===== src/design/scsa_pkg.sv =====
// Shared types and constants for the size-class slab allocator.
// No dependencies.
package scsa_pkg;

  localparam int SLOT_W    = 6;
  localparam int FRAME_W   = 6;
  localparam int HANDLE_W  = FRAME_W + SLOT_W;
  localparam int LINK_W    = HANDLE_W + 1;
  localparam int CLASS_W   = 4;
  localparam int UCNT_W    = 7;
  localparam int FRAMES    = 64;
  localparam int CLASSES   = 16;
  localparam int SLOTS     = 64;
  localparam int MAX_EXP   = 23;
  localparam int BYTES_W   = 24;
  localparam int USAGE_W   = 36;
  localparam int CNT_W     = 32;

  localparam logic [2:0] ST_OK        = 3'd0;
  localparam logic [2:0] ST_ZERO      = 3'd1;
  localparam logic [2:0] ST_TOO_LARGE = 3'd2;
  localparam logic [2:0] ST_NO_FRAME  = 3'd3;
  localparam logic [2:0] ST_NOT_OWNED = 3'd4;

  localparam logic CFG_SHIFT = 1'b0;
  localparam logic CFG_COUNT = 1'b1;

  typedef struct packed {
    logic               own_we;
    logic               cnt_we;
    logic [FRAME_W-1:0] addr;
    logic [CLASS_W-1:0] owner;
    logic [UCNT_W-1:0]  cnt;
  } frm_wr_t;

  function automatic logic [BYTES_W-1:0] class_bytes(input logic [4:0] e);
    logic [4:0] c;
    c = (e > 5'(MAX_EXP)) ? 5'(MAX_EXP) : e;
    return BYTES_W'(1) << c;
  endfunction

endpackage


===== src/design/scsa_frame_table.sv =====
// Per-frame owner class and use count memories.
// Depends on scsa_pkg (frm_wr_t).
module scsa_frame_table (
  input  logic                         clk,
  input  scsa_pkg::frm_wr_t            wr,
  input  logic [scsa_pkg::FRAME_W-1:0] raddr,
  output logic [scsa_pkg::CLASS_W-1:0] owner_rd,
  output logic [scsa_pkg::UCNT_W-1:0]  cnt_rd
);

  logic [scsa_pkg::CLASS_W-1:0] owner_mem [scsa_pkg::FRAMES];
  logic [scsa_pkg::UCNT_W-1:0]  cnt_mem   [scsa_pkg::FRAMES];

  always_ff @(posedge clk) begin
    if (wr.own_we) begin
      owner_mem[wr.addr] <= wr.owner;
    end
    if (wr.cnt_we) begin
      cnt_mem[wr.addr] <= wr.cnt;
    end
    owner_rd <= owner_mem[raddr];
    cnt_rd   <= cnt_mem[raddr];
  end

endmodule


===== config.mk =====
export PLATFORM = sky130hd
export DESIGN_NAME = scsa_frame_table
export DESIGN_NICKNAME = d
export VERILOG_FILES = /design/src/design/scsa_pkg.sv /design/src/design/scsa_frame_table.sv
export SDC_FILE = /design/constraint.sdc
export NUM_CORES = 1
export LEC_CHECK = 0
export BUFFER_PORTS_ARGS = -buffer_cell sky130_fd_sc_hd__buf_2
export CAP_MARGIN = 10
export CORE_ASPECT_RATIO = 0.9
export CORE_MARGIN = 4
export CORE_UTILIZATION = 52
export DETAILED_ROUTE_END_ITERATION = 16
export PLACE_DENSITY = 0.68
export SLEW_MARGIN = 20
export SYNTH_ARGS = -nofsm -noshare
export SYNTH_HDL_FRONTEND = slang
export SYNTH_SLANG_ARGS = --single-unit

===== constraint.sdc =====
create_clock -name clk -period 7.45 [get_ports clk]
set_input_delay 2.235 -clock clk [delete_from_list [all_inputs] [get_ports clk]]
set_output_delay 2.235 -clock clk [all_outputs]
set_load 0.1 [all_outputs]

==> summary.md, run 1 <==
| Metric | Value |
|---|---|
| Sequential cell area | `0.0214 mm^2` |
| Global routing met1 resource utilization | `33.5%` |
| Met3 layer usage reported by global route | `4.99%` |
| Required time at the endpoint of the critical path | `7950 ps` |
| Vert. Die Dim | `227 um` |
| Drt initial violations | `1918` |
| Busiest grt layer | `met1` |
| Post-Synth Simple-Gate Area | `3.63%` |
| Crit end category | `flip-flop` |
| FF-to-FF setup slack | `5540 ps` |
| Worst Hold Launch | `cnt_mem[55][5]` |
| Most common library cell in the layout ignoring fill and taps | `edfxtp_1` |
| Total placed cells including tap cells | `1996` |
| Hold buffer count at CTS | `0` |
| Result of the run | `finished, final reports clean` |
| CP startpoint | `raddr[0]` |
| Synth Warn # | `0` |
| Synth Net Count | `1356` |
| Highest fanout seen on the critical path | `82` |
| Global-route wire length before repair | `91800 um` |
| Initial Utilization | `52.4%` |
| Multiplexer fraction of the synthesized cell area | `15.1%` |
| Dpl hpwl | `36500 um` |
| Num ports | `37` |
| Antenna-violating nets left | `0` |
| Top delay family on crit path | `buffers and inverters` |
| Count of pins over their slew limit | `0` |
| # setup viols final | `0` |
| Fmax | `224 MHz` |
| Area of combinational cells with multiple inputs | `0.00591 mm^2` |
| CP bufs+invs | `2` |
| Worst skew pair latency | `610 ps` |
| Slew headroom | `23.5%` |
| CP endpoint | `cnt_rd[5]` |
| Ratio of cells with drive above 1 in the final layout | `23.1%` |
| Clock share of power | `41.8%` |
| Row count | `80` |
| Biggest area consumer among synthesized cells | `edfxtp_1` |
| Static leakage | `0.00956 uW` |
| Aggregate routed wire length | `61600 um` |
| Comb pwr share | `5.4%` |
| GR Layer Usage met2 | `33.1%` |
| Max-Cap Viols | `0` |
| Period utilization | `60.0%` |
| Switching pwr | `1800 uW` |
| Number of buffers between clock root and the deepest sink | `3` |
| Worst Tran Pin Value | `1150 ps` |
| Top cells by area, synth | `edfxtp_1 76%, mux4_2 14%, nor2_1 1.8%` |
| Average routed wire per standard cell | `29.0 um` |
| Cells along the critical path | `buf_8 -> buf_12 -> mux4_2 -> mux2i_1 -> a211oi_1 -> a22o_1` |
| Number of cells produced by synthesis | `1330` |
| Largest family of logic cells by synthesized area | `multiplexers` |
| Number of gates resized after cts | `0` |
| Number of antenna violations at the first check in global routing | `0` |
| Portion of the post-synthesis area used by sequential elements | `76.9%` |
| Arr. time, crit path | `4970 ps` |
| Internal power of the cells | `6650 uW` |
| Switching Share | `21.3%` |
| Complex-gate fraction of the synthesized area | `2.55%` |
| TritonCTS clock tree | `yes` |
| Final nets | `1399` |
| Number of cells on the critical path | `6` |
| Clock Tree Root | `clkbuf_16` |
| Average cell area after synthesis | `20.9 um^2` |
| Clock buffers created by TritonCTS | `72` |
| Unrepaired setup endpoints after global routing | `false` |
| Final Hold Violating Endpoints | `0` |
| Fraction of the mapped netlist area in adder cells | `0%` |
| Maximum cell stage delay along the critical path | `670 ps` |
| Slowest library cell on the worst path | `buf_8` |
| Share of Yosys cell area claimed by the top area cell type | `76.1%` |
| Worst r2r dst | `cnt_rd[5]` |
| Launching element type of the critical path | `primary input` |
| Horiz. Die Dim | `252 um` |
| Post-layout instance count excluding filler cells | `2126` |
| R2r startpoint | `cnt_mem[31][5]` |
| Final critical-path required period | `4470 ps` |
| Highest-count cells in the layout ignoring fill and taps | `704 x edfxtp_1, 176 x mux4_2, 136 x nor2_1, 73 x clkbuf_16` |
| Unique masters post-synth | `34` |
| Setup TNS | `0 ps` |
| Type of the setup path with the least slack | `in -> reg` |
| Overall track demand over capacity in global routing | `22.0%` |
| Number of setup buffers added after CTS | `0` |
| Peak supply drop | `0.157 mV` |
| Via count of the first global-routing pass | `13600` |
| Area of the mapped netlist | `0.0278 mm^2` |
| Post-layout power | `8460 uW` |
| Layout Skew | `28.5 ps` |
| Floorplan die area | `0.0572 mm^2` |
| Fillcell total | `3724` |
| Maximum number of pins on one net before global-route repair | `83` |
| Aggregate global routing overflow | `0` |
| Layout-stage area growth over the synthesis result | `11.0%` |
| Fraction of synthesized cell area in xor and xnor cells | `0%` |
| Sequential Power Share | `52.8%` |
| Total power divided by cell area | `274 mW/mm^2` |
| Post-synthesis sequential element count | `715` |
| Vias | `13500` |
| Worst hold-check path type | `reg -> reg` |
| Number of search-and-repair iterations in the first detailed-routing pass | `5` |
| Port bufs | `36` |
| Number of vias per cell | `6.34` |
| Post-detailed-route DRC marker count | `0` |
| Total number of H-tree levels | `3` |
| Logic depth of the worst register-to-register path | `4` |
| Final GP Congestion | `0.805` |
| Core area | `0.0530 mm^2` |
| Clock net sink count | `715` |
| Clock-pin slew on the worst setup and hold paths | `60 ps` |
cell families after synthesis:
kind of cell | count (synthesis)
AOI/OAI and AO/OA | 100
and+or+nand+nor | 228
DFF | 715
buffers and inverters | 88
muxes | 199
worst min-delay path, stage by stage, from the launching register on:
cell and delay, ps:
edfxtp_1 310, mux4_2 220, nand3_1 70, nand3_1 100, a22o_1 120
worst min-delay path by stage:
stage | to | cells after the start
finish | cnt_rd[5] | 4
global route | cnt_rd[6] | 4
CTS | cnt_rd[5] | 4
detailed placement | cnt_rd[3] | 4
global placement | cnt_rd[3] | 4
floorplan | cnt_rd[4] | 4
metal layers:
| layer | vias to the layer above | wire length [um] |
|---|---|---|
| li1 | 5613 | - |
| met1 | 7170 | 26200 |
| met2 | 604 | 28700 |
| met3 | 101 | 5370 |
| met4 | 0 | 1350 |
| met5 | - | 0 |
metrics by stage:
step / hold WS [ps] / setup WS [ps] / cell area (um^2) / util, %
2_1_floorplan: 753 / 3450 / 27800 / -
3_3_place_gp: 829 / 2310 / 28500 / 53.8
3_5_place_dp: 828 / 2340 / 28500 / 53.8
4_1_cts: 833 / 2970 / 30800 / 58.2
5_1_grt: 849 / 2840 / 30800 / 58.2
6_report: 822 / 2980 / 30800 / 58.2
synthesized netlist by cell type, drive strengths merged:
cell / count
or3: 4
a22o: 6
nor2: 136
nand2: 22
a211oi: 9
a21boi: 1
a32o: 5
a22oi: 11
and2: 1
nor2b: 5
clkbuf: 27
nand3b: 8
o21bai: 4
a2111oi: 2
nand2b: 6
or3b: 5
mux2i: 23
nand3: 26
nor3: 10
o22ai: 22
dfxtp: 11
buf: 51
o221ai: 15
a21oi: 18
mux4: 176
nand4: 5
inv: 10
edfxtp: 704
o21ai: 7
registers in the layout (all words and copies together) (netlist names):
signal,cells
owner_mem,256
owner_rd,4
cnt_rd,7
cnt_mem,448
layout make-up:
cell class	count	share of cell area [%]
Antenna cell	2	0.0162
Clock buffer	87	6.16
Clock inverter	41	1.27
Inverter	10	0.122
Multi-Input combinational cell	527	19.2
Sequential cell	715	69.3
Tap cell	697	2.83
Timing Repair Buffer	47	1.09
power by group through the flow:
stage | combinational, uW | clock [uW] | sequential, uW
detailed placement | 460 | 0 | 4550
floorplan | 235 | 0 | 4600
global placement | 454 | 0 | 4550
finish | 458 | 3530 | 4470
global route | 485 | 3760 | 4470
CTS | 460 | 3580 | 4470
No activity file was read; power rests on OpenSTA's default activity.
==> inputs of run 2 (changes only) <==
Clock period 7.45 ns to 4.6 ns, I/O delays scaled along.
==> run 2 against run 1 <==
Non-clock buffer count up 17; utilization rose by 0.11 points; combinational power up 66%; clock skew decreased by 7.7 ps; critical path depth is the same; largest power group unchanged.
==> summary.md, run 2 (same netlist as run 1, synthesis figures left out) <==
| Metric | Value |
|---|---|
| Clock buffers created by TritonCTS | `69 (-4.2%)` |
| Number of gates resized after cts | `0 (unchanged)` |
| Final GP Congestion | `0.817 (+1.5%)` |
| Number of buffers between clock root and the deepest sink | `3 (unchanged)` |
| Most common library cell in the layout ignoring fill and taps | `edfxtp_1` |
| Register with the most flip-flops | `cnt_mem` |
| Aggregate routed wire length | `62200 um (+0.95%)` |
| Floorplan die area | `0.0572 mm^2 (unchanged)` |
| Highest fanout seen on the critical path | `51 (-38%)` |
| Pre-CTS setup slack | `968 ps (-1370 ps)` |
| Aggregate global routing overflow | `0 (unchanged)` |
| Final Worst Setup Slack | `1590 ps (-1390 ps)` |
| Hold buffer count at CTS | `0 (unchanged)` |
| Number of search-and-repair iterations in the first detailed-routing pass | `5 (unchanged)` |
| Setup TNS | `0 ps (unchanged)` |
| Highest-count cells in the layout ignoring fill and taps | `704 x edfxtp_1, 176 x mux4_2, 136 x nor2_1, 73 x clkbuf_16, 32 x buf_4` |
| Final critical-path required period | `3010 ps` |
| Unrepaired setup endpoints after global routing | `false` |
| Clock Tree Root | `clkbuf_16` |
| Switching pwr | `2860 uW (+59%)` |
| Total power divided by cell area | `436 mW/mm^2 (+59%)` |
| Ratio of cells with drive above 1 in the final layout | `23.7% (+0.59 points)` |
| Max-Cap Viols | `0 (unchanged)` |
| Arr. time, crit path | `3500 ps (-1470 ps)` |
| Internal power of the cells | `10600 uW (+60%)` |
| Layout Skew | `20.8 ps (-7.73 ps)` |
| Clock share of power | `40.7% (-1.1 points)` |
| Number of setup buffers added after CTS | `0 (unchanged)` |
| Global-route wire length before repair | `93000 um (+1.3%)` |
| Flip-flop count of the largest register, all copies and words added | `448 (unchanged)` |
| Dpl hpwl | `38300 um (+4.9%)` |
| Row count | `80 (unchanged)` |
| Post-layout instance count excluding filler cells | `2135 (+0.42%)` |
| Clock-pin slew on the worst setup and hold paths | `60 ps (about the same)` |
| Port bufs | `36 (unchanged)` |
| Worst hold-check path type | `reg -> reg` |
| Total number of H-tree levels | `3 (unchanged)` |
| Switching Share | `21.2% (-0.10 points)` |
| Worst Tran Pin Value | `886 ps (-261 ps)` |
| Core area | `0.0530 mm^2 (unchanged)` |
| Count of pins over their slew limit | `0 (unchanged)` |
| TritonCTS clock tree | `yes` |
| Peak supply drop | `0.255 mV (+63%)` |
| Registers with the most flip-flops | `cnt_mem x448, owner_mem x256, cnt_rd x7` |
| Clock net sink count | `715 (unchanged)` |
| Drt initial violations | `1746 (-9.0%)` |
| Worst skew pair latency | `610 ps (about the same)` |
| Antenna diode count | `0 (-2)` |
| Result of the run | `finished, final reports clean` |
| Launching element type of the critical path | `primary input` |
| Period utilization | `65.3%` |
| Number of antenna violations at the first check in global routing | `0 (unchanged)` |
| Type of the setup path with the least slack | `in -> reg` |
| Total placed cells including tap cells | `2013 (+0.85%)` |
| Horiz. Die Dim | `252 um (unchanged)` |
| Via count of the first global-routing pass | `13600 (-0.12%)` |
| Initial Utilization | `52.4% (unchanged)` |
| Antenna-violating nets left | `0 (unchanged)` |
| Number of vias per cell | `6.34 (about the same)` |
| # setup viols final | `0 (unchanged)` |
| Static leakage | `0.00959 uW (+0.41%)` |
| Layout-stage area growth over the synthesis result | `11.2%` |
| Crit end category | `flip-flop` |
| Required time at the endpoint of the critical path | `5090 ps (-2860 ps)` |
| Final nets | `1413 (+1.0%)` |
| Vias | `13500 (+0.37%)` |
| Fmax | `333 MHz` |
| Vert. Die Dim | `227 um (unchanged)` |
| Slew headroom | `40.7% (+17 points)` |
| Num ports | `37 (unchanged)` |
| Comb pwr share | `5.6% (+0.2 points)` |
| Final Hold Violating Endpoints | `0 (unchanged)` |
| Maximum number of pins on one net before global-route repair | `65 (-22%)` |
| Average routed wire per standard cell | `29.1 um (+0.53%)` |
| Post-detailed-route DRC marker count | `0 (unchanged)` |
| Sequential Power Share | `53.7% (+0.9 points)` |
| Fillcell total | `3708 (-0.43%)` |
| Overall track demand over capacity in global routing | `22.3% (+0.32 points)` |
## run 2: changes by cell type in the layout (fill, tap and decap cells not counted), sizes merged
cell / previous run / this run
buf: 47 / 64
bufinv: 7 / 4
clkbuf: 87 / 92
inv: 11 / 10
clkinv: 31 / 23
diode: 2 / 0
clkinvlp: 2 / 3
## run 2: worst paths after layout
path               startpoint  slack (ps)          end  depth (start not counted)
max                  raddr[1]        1590    cnt_rd[0]                          6
min             cnt_mem[4][4]         900    cnt_rd[4]                          4
max reg2reg  owner_mem[44][1]        2820  owner_rd[1]                          4
min reg2reg     cnt_mem[4][4]         900    cnt_rd[4]                          4
## run 2: metal layers
layer  up-vias  wire [um]  GRT usage, %  share of wire [%]
met5         -          0             0                  0
met4         0       1260          4.99                2.0
met3        91       5250          4.56                8.4
met2       608      29100          33.7                 47
met1      7215      26700          34.3                 43
li1       5624          -             -                  -
## run 2: final cells by class
cell class	instances	area, um^2	share of cell area (%)
clock inverter	30	244	0.790
multi-input combinational	527	5910	19.1
tap	697	872	2.82
sequential	715	21400	69.2
inverter	10	37.5	0.122
clock buffer	92	1930	6.24
timing repair buffer	64	522	1.69
## run 2: power groups by stage
stage / logic, uW / registers [uW] / clock network (uW)
after global routing: 803 / 7230 / 5850
after floorplan: 381 / 7450 / 0
final: 758 / 7230 / 5480
after CTS: 762 / 7240 / 5550
after detailed placement: 759 / 7380 / 0
after global placement: 751 / 7370 / 0
## run 2: worst max-delay path, cell delays in order
cell and delay (ps):
buf_6 470, buf_4 450, mux4_2 360, a21oi_1 210, nand3_1 280, a22o_1 280
## run 2: per-stage QoR
stage | total power (uW) | hold slack (ps) | utilization (%) | instance area (um^2)
floorplan | 7840 | 753 | - | 27800
global placement | 8120 | 865 | 54.2 | 28700
detailed placement | 8130 | 882 | 54.2 | 28700
CTS | 13500 | 904 | 58.3 | 30900
global route | 13900 | 931 | 58.3 | 30900
finish | 13500 | 901 | 58.3 | 30900
